$ cat config.mk
export PLATFORM = sky130hd
export DESIGN_NAME = mmsp_ctrl
export DESIGN_NICKNAME = d
export VERILOG_FILES = /design/src/rtl/core/mmsp_pkg.sv /design/src/rtl/core/mmsp_ctrl.sv
export SDC_FILE = /design/constraint.sdc
export NUM_CORES = 1
export LEC_CHECK = 0
export ABC_AREA = 1
export BUFFER_PORTS_ARGS = -buffer_cell sky130_fd_sc_hd__buf_2
export CAP_MARGIN = 10
export CORE_MARGIN = 1.5
export CORE_UTILIZATION = 52
export DETAILED_ROUTE_END_ITERATION = 16
export PLACE_DENSITY = 0.77
export SYNTH_ARGS = -nofsm -noshare
export SYNTH_HDL_FRONTEND = slang
export SYNTH_SLANG_ARGS = --single-unit
$ cat constraint.sdc
create_clock -name clk_i -period 1.8 [get_ports clk_i]
set_input_delay 0 -clock clk_i [delete_from_list [all_inputs] [get_ports clk_i]]
set_output_delay 0 -clock clk_i [all_outputs]
set_load 0.03 [all_outputs]
$ cat src/rtl/core/mmsp_pkg.sv
// Package for the motor mode sequencer: mode codes, button codes, widths.
// No dependencies.
package mmsp_pkg;

  localparam int unsigned AccW = 48;

  typedef enum logic [3:0] {
    MODE_STOP_FWD  = 4'd0,
    MODE_STOP_REV  = 4'd1,
    MODE_ACCEL_CW  = 4'd2,
    MODE_ACCEL_CCW = 4'd3,
    MODE_RUN_CW    = 4'd4,
    MODE_RUN_CCW   = 4'd5,
    MODE_REV_CW    = 4'd6,
    MODE_REV_CCW   = 4'd7,
    MODE_BRAKE_CW  = 4'd8,
    MODE_BRAKE_CCW = 4'd9
  } mode_e;

  localparam logic [1:0] BTN_R = 2'd1;
  localparam logic [1:0] BTN_S = 2'd2;

  localparam logic [1:0] DIR_CW  = 2'd1;
  localparam logic [1:0] DIR_CCW = 2'd2;

  localparam logic [1:0] CFG_GAIN_P = 2'd0;
  localparam logic [1:0] CFG_GAIN_I = 2'd1;
  localparam logic [1:0] CFG_GAIN_D = 2'd2;

  // Controller to datapath
  typedef struct packed {
    logic load;   // capture input word, start multiplies
    logic step;   // advance datapath sequence one phase
    logic div_go; // start the divider
  } dp_cmd_t;

  // Datapath to controller
  typedef struct packed {
    logic div_done;
  } dp_sts_t;

endpackage

$ cat src/rtl/core/mmsp_ctrl.sv
// Mode state machine and PID sequencer.
// Depends on mmsp_pkg.
module mmsp_ctrl
  import mmsp_pkg::*;
(
  input  logic        clk_i,
  input  logic        rst_ni,
  input  logic        in_fire_i,
  input  logic [1:0]  button_i,
  input  logic        meas_zero_i,
  input  dp_sts_t     sts_i,
  input  logic        out_free_i,
  output dp_cmd_t     cmd_o,
  output logic [2:0]  phase_o,
  output logic        pid_en_o,
  output logic        busy_o,
  output logic        done_o,
  output logic [3:0]  mode_o,
  output logic [1:0]  dir_o
);

  typedef enum logic [2:0] {
    ST_IDLE, ST_MUL, ST_DIV, ST_FIN, ST_OUT
  } state_e;

  state_e state_q;
  logic [2:0] phase_q;
  logic [1:0] btn_q;
  logic       zero_q, pid_q;
  mode_e      mode_q;
  logic [1:0] dir_q;

  assign phase_o  = phase_q;
  assign pid_en_o = pid_q;
  assign busy_o   = state_q != ST_IDLE;
  assign done_o   = state_q == ST_OUT && out_free_i;
  assign mode_o   = mode_q;
  assign dir_o    = dir_q;

  always_comb begin
    cmd_o.load   = state_q == ST_IDLE && in_fire_i;
    cmd_o.step   = state_q == ST_MUL || state_q == ST_FIN;
    cmd_o.div_go = state_q == ST_MUL && phase_q == 3'd2;
  end

  always_ff @(posedge clk_i or negedge rst_ni) begin
    if (!rst_ni) begin
      state_q <= ST_IDLE;
      phase_q <= '0;
      btn_q   <= '0;
      zero_q  <= 1'b0;
      pid_q   <= 1'b0;
      mode_q  <= MODE_STOP_FWD;
      dir_q   <= '0;
    end else begin
      unique case (state_q)
        ST_IDLE: if (in_fire_i) begin
          btn_q   <= button_i;
          zero_q  <= meas_zero_i;
          pid_q   <= mode_q == MODE_RUN_CW || mode_q == MODE_RUN_CCW;
          phase_q <= '0;
          state_q <= ST_MUL;
        end
        ST_MUL: begin
          phase_q <= phase_q + 3'd1;
          if (phase_q == 3'd2) state_q <= ST_DIV;
        end
        ST_DIV: if (sts_i.div_done) state_q <= ST_FIN;
        ST_FIN: begin
          phase_q <= phase_q + 3'd1;
          if (phase_q == 3'd5) begin
            state_q <= ST_OUT;
            unique case (mode_q)
              MODE_STOP_FWD: if (btn_q == BTN_R) mode_q <= MODE_STOP_REV;
                else if (btn_q == BTN_S) mode_q <= MODE_ACCEL_CW;
              MODE_STOP_REV: if (btn_q == BTN_R) mode_q <= MODE_STOP_FWD;
                else if (btn_q == BTN_S) mode_q <= MODE_ACCEL_CCW;
              MODE_ACCEL_CW:  begin dir_q <= DIR_CW;  mode_q <= MODE_RUN_CW; end
              MODE_ACCEL_CCW: begin dir_q <= DIR_CCW; mode_q <= MODE_RUN_CCW; end
              MODE_RUN_CW: if (btn_q == BTN_R) mode_q <= MODE_REV_CCW;
                else if (btn_q == BTN_S) mode_q <= MODE_BRAKE_CW;
              MODE_RUN_CCW: if (btn_q == BTN_R) mode_q <= MODE_REV_CW;
                else if (btn_q == BTN_S) mode_q <= MODE_BRAKE_CCW;
              MODE_REV_CW:  begin dir_q <= DIR_CW;  mode_q <= MODE_ACCEL_CW; end
              MODE_REV_CCW: begin dir_q <= DIR_CCW; mode_q <= MODE_ACCEL_CCW; end
              MODE_BRAKE_CW:  if (zero_q) mode_q <= MODE_STOP_FWD;
              MODE_BRAKE_CCW: if (zero_q) mode_q <= MODE_STOP_REV;
              default: mode_q <= MODE_STOP_FWD;
            endcase
          end
        end
        ST_OUT: if (out_free_i) state_q <= ST_IDLE;
        default: state_q <= ST_IDLE;
      endcase
    end
  end

endmodule

==> results of run 1 <==
placed cells by master, fill, tap and decap left out:
cell,n
a21oi_1,3
buf_2,22
clkbuf_4,3
clkbuf_8,1
clkinv_2,1
dfrtp_1,16
dlygate4sd3_1,5
ha_1,6
inv_1,20
inv_2,2
nand2_1,35
nand2_2,1
nand3_1,15
nand3_2,1
nand3_4,1
nand4_1,3
nor2_1,12
nor2_2,2
nor2_4,1
nor3_2,1
nor3_4,1
nor4_1,1
o21a_1,1
o21ai_0,6
o21ai_1,2
o21ai_2,1
o22ai_1,2
or2_1,1
xnor2_1,1
stage by stage:
stage / cell area, um2 / power [mW] / hold WS (ns) / worst slack (ns) / std cells
finish: 1250 / 2.17 / 0.0134 / 0.219 / 192
global route: 1250 / 2.36 / 0.0163 / 0.113 / 192
CTS: 1250 / 2.18 / 0.0105 / 0.226 / 192
detailed placement: 1160 / 1.92 / -0.0688 / 0.385 / 183
global placement: 1160 / 1.87 / -0.0781 / 0.447 / 183
floorplan: 1030 / 1.61 / -0.296 / 0.325 / 137
path summary, 6_finish.rpt:
| check | from | to | slack (ns) | cells past startpoint |
|---|---|---|---|---|
| worst max-delay path | state_q[0]$_DFFE_PN0P_ | cmd_o[2] | 0.22 | 4 |
| worst min-delay path | sts_i | state_q[1]$_DFFE_PN0P_ | 0.01 | 4 |
| worst max register to register | btn_q[0]$_DFFE_PN0P_ | mode_o[1]$_DFFE_PN0P_ | 0.37 | 8 |
| worst min register to register | pid_en_o$_DFFE_PN0P_ | pid_en_o$_DFFE_PN0P_ | 0.50 | 2 |
| max in group asynchronous | rst_ni | phase_o[0]$_DFFE_PN0P_ | 1.39 | 2 |
| min in group asynchronous | rst_ni | mode_o[1]$_DFFE_PN0P_ | 0.14 | 2 |
final cells by class:
type	count	area [um2]
Clock buffer	4	36.3
Fill cell	144	533
Inverter	23	87.6
Multi-Input combinational cell	97	534
Sequential cell	16	400
Tap cell	25	31.3
Timing Repair Buffer	27	160
synth_stat cells:
| cell | n |
|---|---|
| nand2_1 | 35 |
| inv_1 | 20 |
| dfrtp_1 | 16 |
| nand3_1 | 15 |
| nor2_1 | 12 |
| ha_1 | 6 |
| o21ai_0 | 6 |
| a21oi_1 | 3 |
| nand4_1 | 3 |
| inv_2 | 2 |
| nor2_2 | 2 |
| o21ai_1 | 2 |
| o22ai_1 | 2 |
| buf_2 | 1 |
| clkinv_2 | 1 |
| nand2_2 | 1 |
| nand3_2 | 1 |
| nand3_4 | 1 |
| nor2_4 | 1 |
| nor3_2 | 1 |
| nor3_4 | 1 |
| nor4_1 | 1 |
| o21a_1 | 1 |
| o21ai_2 | 1 |
| or2_1 | 1 |
| xnor2_1 | 1 |
routing by layer:
| layer | wire, um | up-vias |
|---|---|---|
| met5 | 0 | - |
| met4 | 9 | 0 |
| met3 | 98 | 2 |
| met2 | 1100 | 31 |
| met1 | 1070 | 445 |
| li1 | - | 502 |
power by group through the flow:
stage	registers, mW	clock network (mW)	logic, mW
6_report	0.682	0.251	1.24
5_1_grt	0.714	0.263	1.39
4_1_cts	0.683	0.252	1.24
3_5_place_dp	0.690	0	1.23
3_3_place_gp	0.682	0	1.19
2_1_floorplan	0.794	0	0.818
cell families after synthesis:
kind of cell	synth area share (%)
buffers and inverters	9.01
xor gates and xnor gates	0.853
and+or+nand+nor	35.7
adders and majority gates	7.31
AOI/OAI and AO/OA	8.16
DFF	39.0
critical path: cells and delay by family (launching register included):
family / cells / cell delay, ns
AND/OR/NAND/NOR: 2 / 0.47
flip-flops: 1 / 0.46
buffers and inverters: 2 / 0.37
repair_timing:
item	in CTS	in global routing
hold buffers	5	0
gates resized for setup	0	0
hold endpoints to repair	20	0
state kept, by name, indices dropped and copies added, names as in the netlist:
register  count
pid_en_o      1
state_q       3
btn_q         2
phase_o       3
dir_o         2
mode_o        4
zero_q        1
==> impl_metrics.env, run 1 <==
export IMPL_grt_max_degree=17
export IMPL_ir_drop_mv=1.17
export IMPL_start_util_pct=57.6
export IMPL_grtUsageMet3_pct=2.26
export IMPL_avgViaCountPerCell=5.10
export IMPL_boundaryPins=23
export IMPL_yosysUniqueCellTypes=26
export IMPL_synth_area_per_cell_um2=7.50
export IMPL_synth_cells=137
export IMPL_status="finished, final reports clean"
export IMPL_power_frac_seq_pct=31.4
export IMPL_grt_overflow=0
export IMPL_antenna_found_initial=0
export IMPL_fin_util_pct=70.1
export IMPL_slowest_delay_ns=0.46
export IMPL_gp_congestion=0.936
export IMPL_post_cts_buffers=0
export IMPL_syn_nets=151
export IMPL_port_buffers=22
export IMPL_crit_required_ns=1.80
export IMPL_drc_errors=0
export IMPL_crit_slowest_cell="dfrtp_1"
export IMPL_synth_seq_cells=16
export IMPL_grtUsageTotal_pct=22.4
export IMPL_firstDrtPassIters=4
export IMPL_wl_um=2280
export IMPL_fp_dieW_um=47.4
export IMPL_fin_crit_ns=1.58
export IMPL_period_share_pct=87.8
export IMPL_max_cap_violations=0
export IMPL_ant_nets=0
export IMPL_dieArea_um2=2250
export IMPL_p_comb_share_pct=57.1
export IMPL_initialDrtViolationCount=20
export IMPL_rsz0062_at_grt="false"
export IMPL_grtUsageMet1_pct=30.0
export IMPL_synthTopCellsByArea="dfrtp_1, nand2_1, ha_1, inv_1, nand3_1"
export IMPL_pwr_share_clk_pct=11.5
export IMPL_setup_viol_count_final=0
export IMPL_slew_headroom_pct=74.6
export IMPL_drv_slew=0
export IMPL_synthToLayoutAreaGrowth_pct=21.7
export IMPL_tns_ns=0
export IMPL_insertedDiodeCount=0
export IMPL_vias=980
export IMPL_syn_area_um2=1030
export IMPL_clockBufferDepth=2
export IMPL_yosysSeqAreaShare_pct=39.0
export IMPL_path_clk_slew_ns=0.10
export IMPL_core_um2=1780
export IMPL_dp_hpwl_um=1710
export IMPL_grt_busiest_layer="met2"
export IMPL_skew_ns=0.00777
export IMPL_worstPathArrival_ns=1.58
export IMPL_fmax_mhz=632
export IMPL_crit_type="flip-flop to output port"
export IMPL_cts_sinks=16
export IMPL_swShare_pct=52.6
export IMPL_drive_gt1_share_pct=22.8
export IMPL_path_cells="nor2_1 -> nand3_1 -> inv_2 -> buf_2"
export IMPL_synth_top_cell_area_share_pct=39.0
export IMPL_cts_max_level=1
export IMPL_setup_worst_path_end_class="output port"
export IMPL_min_path_type="input port to flip-flop"
export IMPL_p_leak_nw=0.666
export IMPL_p_int_mw=1.03
export IMPL_fin_nets=182
export IMPL_p_switching_mw=1.14
export IMPL_grt_pass1_wl_um=3530
export IMPL_grt_use_met2_pct=36.5
export IMPL_p_per_area_nw_per_um2=1740
export IMPL_start_kind="flip-flop"
export IMPL_post_drt_wl_per_cell_um=11.9
export IMPL_hold_viol=0
export IMPL_clk_latency_ns=0.29
export IMPL_grt_pass1_vias=856
export IMPL_synth_largest_area_cell="dfrtp_1"
export IMPL_cts_buffers=3
export IMPL_worstMarginPinSlew_ns=0.381
export IMPL_cts_tree="done"
export IMPL_ys_warn_count=0
export IMPL_root_buffer="clkbuf_4"
export IMPL_rows=15
export IMPL_die_y_um=47.4
export IMPL_cp_max_fo=7
(Power assumes the default switching activity.)
==> inputs of run 2 (changes only) <==
CTS_CLUSTER_SIZE = 24   (was not set)
SETUP_SLACK_MARGIN = 0.3   (was not set)
==> impl_metrics.env, run 2 (same netlist as run 1, synthesis figures left out) <==
export IMPL_skew_ns=0.00287
export IMPL_cts_max_level=1
export IMPL_max_cap_violations=0
export IMPL_fin_ws_ns=0.378
export IMPL_period_share_pct=79.0
export IMPL_rsz0062_at_grt="true"
export IMPL_layout_commonest_cell="nand2_1"
export IMPL_fin_crit_ns=1.42
export IMPL_ant_nets=0
export IMPL_grt_overflow=0
export IMPL_reg2reg_slack_ns=0.39
export IMPL_dieArea_um2=2250
export IMPL_grt_pass1_vias=855
export IMPL_cts_buffers=3
export IMPL_cts_tree="done"
export IMPL_min_from="sts_i"
export IMPL_wl_um=2330
export IMPL_grtUsageTotal_pct=22.4
export IMPL_boundaryPins=23
export IMPL_cp_max_fo=7
export IMPL_start_util_pct=57.6
export IMPL_initialDrtViolationCount=20
export IMPL_slew_headroom_pct=73.9
export IMPL_worstMarginPinSlew_ns=0.391
export IMPL_rows=15
export IMPL_hold_depth=4
export IMPL_crit_required_ns=1.80
export IMPL_antenna_found_initial=0
export IMPL_worstPathArrival_ns=1.42
export IMPL_dp_hpwl_um=1710
export IMPL_die_y_um=47.4
export IMPL_drc_errors=0
export IMPL_largest_reg_flops=4
export IMPL_grt_max_degree=17
export IMPL_path_clk_slew_ns=0.10
export IMPL_fin_util_pct=71.9
export IMPL_drive_gt1_share_pct=27.4
export IMPL_post_drt_wl_per_cell_um=12.1
export IMPL_hold_viol=0
export IMPL_grt_pass1_wl_um=3550
export IMPL_crit_type="flip-flop to output port"
export IMPL_avgViaCountPerCell=5.10
export IMPL_root_buffer="clkbuf_4"
export IMPL_layout_common_cells="nand2_1, buf_2, inv_1"
export IMPL_start_kind="flip-flop"
export IMPL_r2r_start="btn_q[0]$_DFFE_PN0P_"
export IMPL_setup_viol_count_final=0
export IMPL_whs_endpoint="state_q[1]$_DFFE_PN0P_"
export IMPL_fmax_mhz=703
export IMPL_post_place_ws_ns=0.385
export IMPL_clk_latency_ns=0.30
export IMPL_p_per_area_nw_per_um2=1750
export IMPL_insertedDiodeCount=0
export IMPL_min_path_type="input port to flip-flop"
export IMPL_status="finished, final reports clean"
export IMPL_synthToLayoutAreaGrowth_pct=24.7
export IMPL_regToRegEndpoint="mode_o[1]$_DFFE_PN0P_"
export IMPL_worstRegToRegCells=8
export IMPL_clockBufferDepth=2
export IMPL_firstDrtPassIters=5
export IMPL_fp_dieW_um=47.4
export IMPL_place_area_um2=1160
export IMPL_fin_nets=183
export IMPL_gp_congestion=0.936
export IMPL_num_fill_cells=137
export IMPL_port_buffers=22
export IMPL_tns_ns=0
export IMPL_drv_slew=0
export IMPL_core_um2=1780
export IMPL_setup_worst_path_end_class="output port"
export IMPL_cts_sinks=16
export IMPL_vias=984
export IMPL_holdWs_ns=0.00516
export IMPL_stdcell_area_um2=1280
export IMPL_p_leak_nw=0.674
export IMPL_ir_drop_mv=1.23
-- run 2: cell type report --
type	instances	area, um2	share of cell area (%)
multi-input cells	97	557	43.5
flip-flops and latches	16	402	31.3
repair buffers	28	168	13.1
inverters	23	87.6	6.84
clock buffers	4	36.3	2.83
well taps	25	31.3	2.44
-- run 2: metal layers --
layer  track usage, %  up-vias  wire length [um]
li1                 -      505                 -
met1             30.2      437              1050
met2             36.5       37              1120
met3             2.26        5               123
met4             10.0        0                33
met5                0        -                 0
-- run 2: power by group --
part           internal, mW  switching [mW]
clock network         0.123           0.128
registers             0.503           0.193
logic                 0.438           0.859
total                  1.06            1.18
-- run 2: timing repair --
item,in CTS,in global routing
endpoints found under the setup margin,1,6
pin swaps,0,2
hold buffers,5,0
setup buffers,0,1
hold endpoints to repair,20,0
resized for setup,2,6
-- run 2: critical path, cell delays in order, from the launching register on --
cell and delay, ns:
dfrtp_1 0.48, nor2_4 0.18, nand3_2 0.13, inv_2 0.13, buf_2 0.21
-- run 2: per-stage QoR --
step / instances / power [mW]
after CTS: 192 / 2.19
after global routing: 193 / 2.43
final: 193 / 2.24
after global placement: 183 / 1.87
after floorplan: 137 / 1.61
after detailed placement: 183 / 1.92
-- run 2: worst max path at each step --
stage | cells past startpoint | start | endpoint
2_1_floorplan | 2 | state_q[2]$_DFFE_PN0P_ | done_o
3_3_place_gp | 8 | btn_q[0]$_DFFE_PN0P_ | mode_o[1]$_DFFE_PN0P_
3_5_place_dp | 8 | btn_q[0]$_DFFE_PN0P_ | mode_o[0]$_DFFE_PN0P_
4_1_cts | 4 | state_q[0]$_DFFE_PN0P_ | cmd_o[2]
5_1_grt | 4 | state_q[0]$_DFFE_PN0P_ | cmd_o[2]
6_report | 4 | state_q[0]$_DFFE_PN0P_ | cmd_o[2]
==> inputs of run 3 (changes only) <==
CORE_UTILIZATION = 47   (was 52)
PLACE_DENSITY = 0.74   (was 0.77)
clock period = 1.25 ns   (was 1.8 ns; I/O delays follow)
==> impl_metrics.env, run 3 (same netlist as run 1, synthesis figures left out) <==
export IMPL_status="finished with violations"
export IMPL_violations="setup timing"
export IMPL_crit_slowest_cell="dfrtp_2"
export IMPL_p_switching_mw=2.52
export IMPL_largest_reg_flops=4
export IMPL_drc_errors=0
export IMPL_crit_required_ns=1.50
export IMPL_rows=16
export IMPL_ir_drop_mv=2.38
export IMPL_core_um2=2000
export IMPL_layout_commonest_cell="buf_4"
export IMPL_port_buffers=22
export IMPL_gp_congestion=0.941
export IMPL_worstMarginPinSlew_ns=0.385
export IMPL_layout_common_cells="buf_4, nand2_1, buf_6"
export IMPL_start_kind="flip-flop"
export IMPL_p_int_mw=2.56
export IMPL_crit_type="flip-flop to flip-flop"
export IMPL_grt_max_degree=17
export IMPL_firstDrtPassIters=4
export IMPL_cts_buffers=3
export IMPL_root_buffer="clkbuf_4"
export IMPL_antenna_found_initial=0
export IMPL_grt_overflow=0
export IMPL_post_drt_wl_per_cell_um=18.2
export IMPL_fmax_mhz=674
export IMPL_drv_slew=0
export IMPL_path_clk_slew_ns=0.10
export IMPL_clk_latency_ns=0.30
export IMPL_grtUsageTotal_pct=24.1
export IMPL_swShare_pct=49.6
export IMPL_avgViaCountPerCell=5.65
export IMPL_cp_max_fo=4
export IMPL_p_leak_nw=0.894
export IMPL_slowest_delay_ns=0.40
export IMPL_cts_max_level=1
export IMPL_die_y_um=49.8
export IMPL_path_cells="buf_4 -> nand2_2 -> nor2_2 -> nand3_1 -> nor3_2 -> o21a_1"
export IMPL_setup_worst_path_end_class="flip-flop"
export IMPL_power_frac_seq_pct=20.9
export IMPL_fp_dieW_um=49.8
export IMPL_synthToLayoutAreaGrowth_pct=79.7
export IMPL_post_place_ws_ns=-0.135
export IMPL_rsz0062_at_grt="true"
export IMPL_grt_pass1_vias=1079
export IMPL_cts_sinks=16
export IMPL_clockBufferDepth=2
export IMPL_drive_gt1_share_pct=62.0
export IMPL_fin_nets=220
export IMPL_place_area_um2=1370
export IMPL_ant_nets=0
export IMPL_grt_pass1_wl_um=4570
export IMPL_p_comb_share_pct=71.9
export IMPL_setup_viol_count_final=15
export IMPL_dieArea_um2=2480
export IMPL_stdcell_area_um2=1850
export IMPL_initialDrtViolationCount=65
export IMPL_boundaryPins=23
export IMPL_hold_viol=0
export IMPL_cts_tree="done"
export IMPL_slew_headroom_pct=74.3
export IMPL_dp_hpwl_um=1810
export IMPL_skew_ns=0.00319
export IMPL_max_cap_violations=0
export IMPL_worstPathArrival_ns=1.73
export IMPL_fin_ws_ns=-0.234
export IMPL_min_path_type="input port to flip-flop"
export IMPL_insertedDiodeCount=0
export IMPL_pwr_share_clk_pct=7.2
export IMPL_p_per_area_nw_per_um2=2760
export IMPL_vias=1310
export IMPL_fin_crit_ns=1.48
export IMPL_total_power_mw=5.08
export IMPL_wl_um=4210
export IMPL_start_util_pct=51.3
export IMPL_period_share_pct=119
## run 3: changes by cell type in the layout (fill, tap and decap cells not counted), moves of 5 or more
cell	previous run	this run
buf_4	1	28
buf_6	0	19
nand2_1	34	21
buf_2	22	12
nand2_2	2	11
dfrtp_1	15	7
dfrtp_2	1	9
inv_1	19	11
inv_2	3	10
ha_1	5	0
o21ai_0	6	1
## run 3: final cells by class
class / count / area (um2)
sequential: 16 / 412
multi-input combinational: 97 / 726
inverter: 23 / 96.3
timing repair buffer: 65 / 542
fill: 69 / 156
tap: 27 / 33.8
clock buffer: 4 / 36.3
## run 3: per-layer routing
| metal | GRT usage (%) | vias up | part of all wire [%] |
|---|---|---|---|
| met5 | 0 | - | 0 |
| met4 | 4.17 | 0 | 5.5 |
| met3 | 5.45 | 33 | 8.4 |
| met2 | 44.4 | 91 | 51 |
| met1 | 28.7 | 612 | 35 |
| li1 | - | 574 | - |
## run 3: per-stage QoR
stage | cells | utilization [%] | setup TNS, ns | hold slack, ns
after floorplan | 137 | - | -0.371 | -0.296
after global placement | 200 | 68.3 | -0.294 | -0.0800
after detailed placement | 200 | 68.3 | -0.585 | -0.0715
after CTS | 217 | 80.2 | -0.715 | 0.0106
after global routing | 232 | 92.2 | -2.62 | 0.120
final | 232 | 92.2 | -1.97 | 0.110
## run 3: what timing repair did
item / 4_1_cts / 5_1_grt
pin swaps: 14 / 17
endpoints found under the setup margin: 27 / 28
hold endpoints to repair: 20 / 0
hold buffers: 5 / 0
gates resized for setup: 34 / 36
buffers inserted: 8 / 15
gates cloned: 0 / 0
## run 3: critical path, delay by kind of cell, from the launching register on
family	cells	cell delay (ns)
flops	1	0.40
simple gates	4	0.71
buf+inv	1	0.17
compound gates	1	0.16
## run 3: worst paths after layout
kind                       depth (start not counted)                     end  slack, ns                   start
setup reg to reg                                   6    dir_o[1]$_DFFE_PN0P_      -0.23  state_q[1]$_DFFE_PN0P_
hold reg to reg                                    2    dir_o[0]$_DFFE_PN0P_       0.54    dir_o[0]$_DFFE_PN0P_
max in group asynchronous                          2  phase_o[0]$_DFFE_PN0P_       0.82                  rst_ni
hold / removal                                     4  state_q[2]$_DFFE_PN0P_       0.11              out_free_i
min in group asynchronous                          2    dir_o[0]$_DFFE_PN0P_       0.13                  rst_ni
setup / recovery                                   6    dir_o[1]$_DFFE_PN0P_      -0.23  state_q[1]$_DFFE_PN0P_
## run 3: power groups by stage
stage | Clock (mW) | Combinational (mW) | Sequential [mW]
floorplan | 0 | 1.36 | 1.19
global placement | 0 | 2.18 | 1.00
detailed placement | 0 | 2.24 | 1.02
CTS | 0.347 | 2.68 | 1.01
global route | 0.393 | 3.84 | 1.08
finish | 0.368 | 3.65 | 1.06
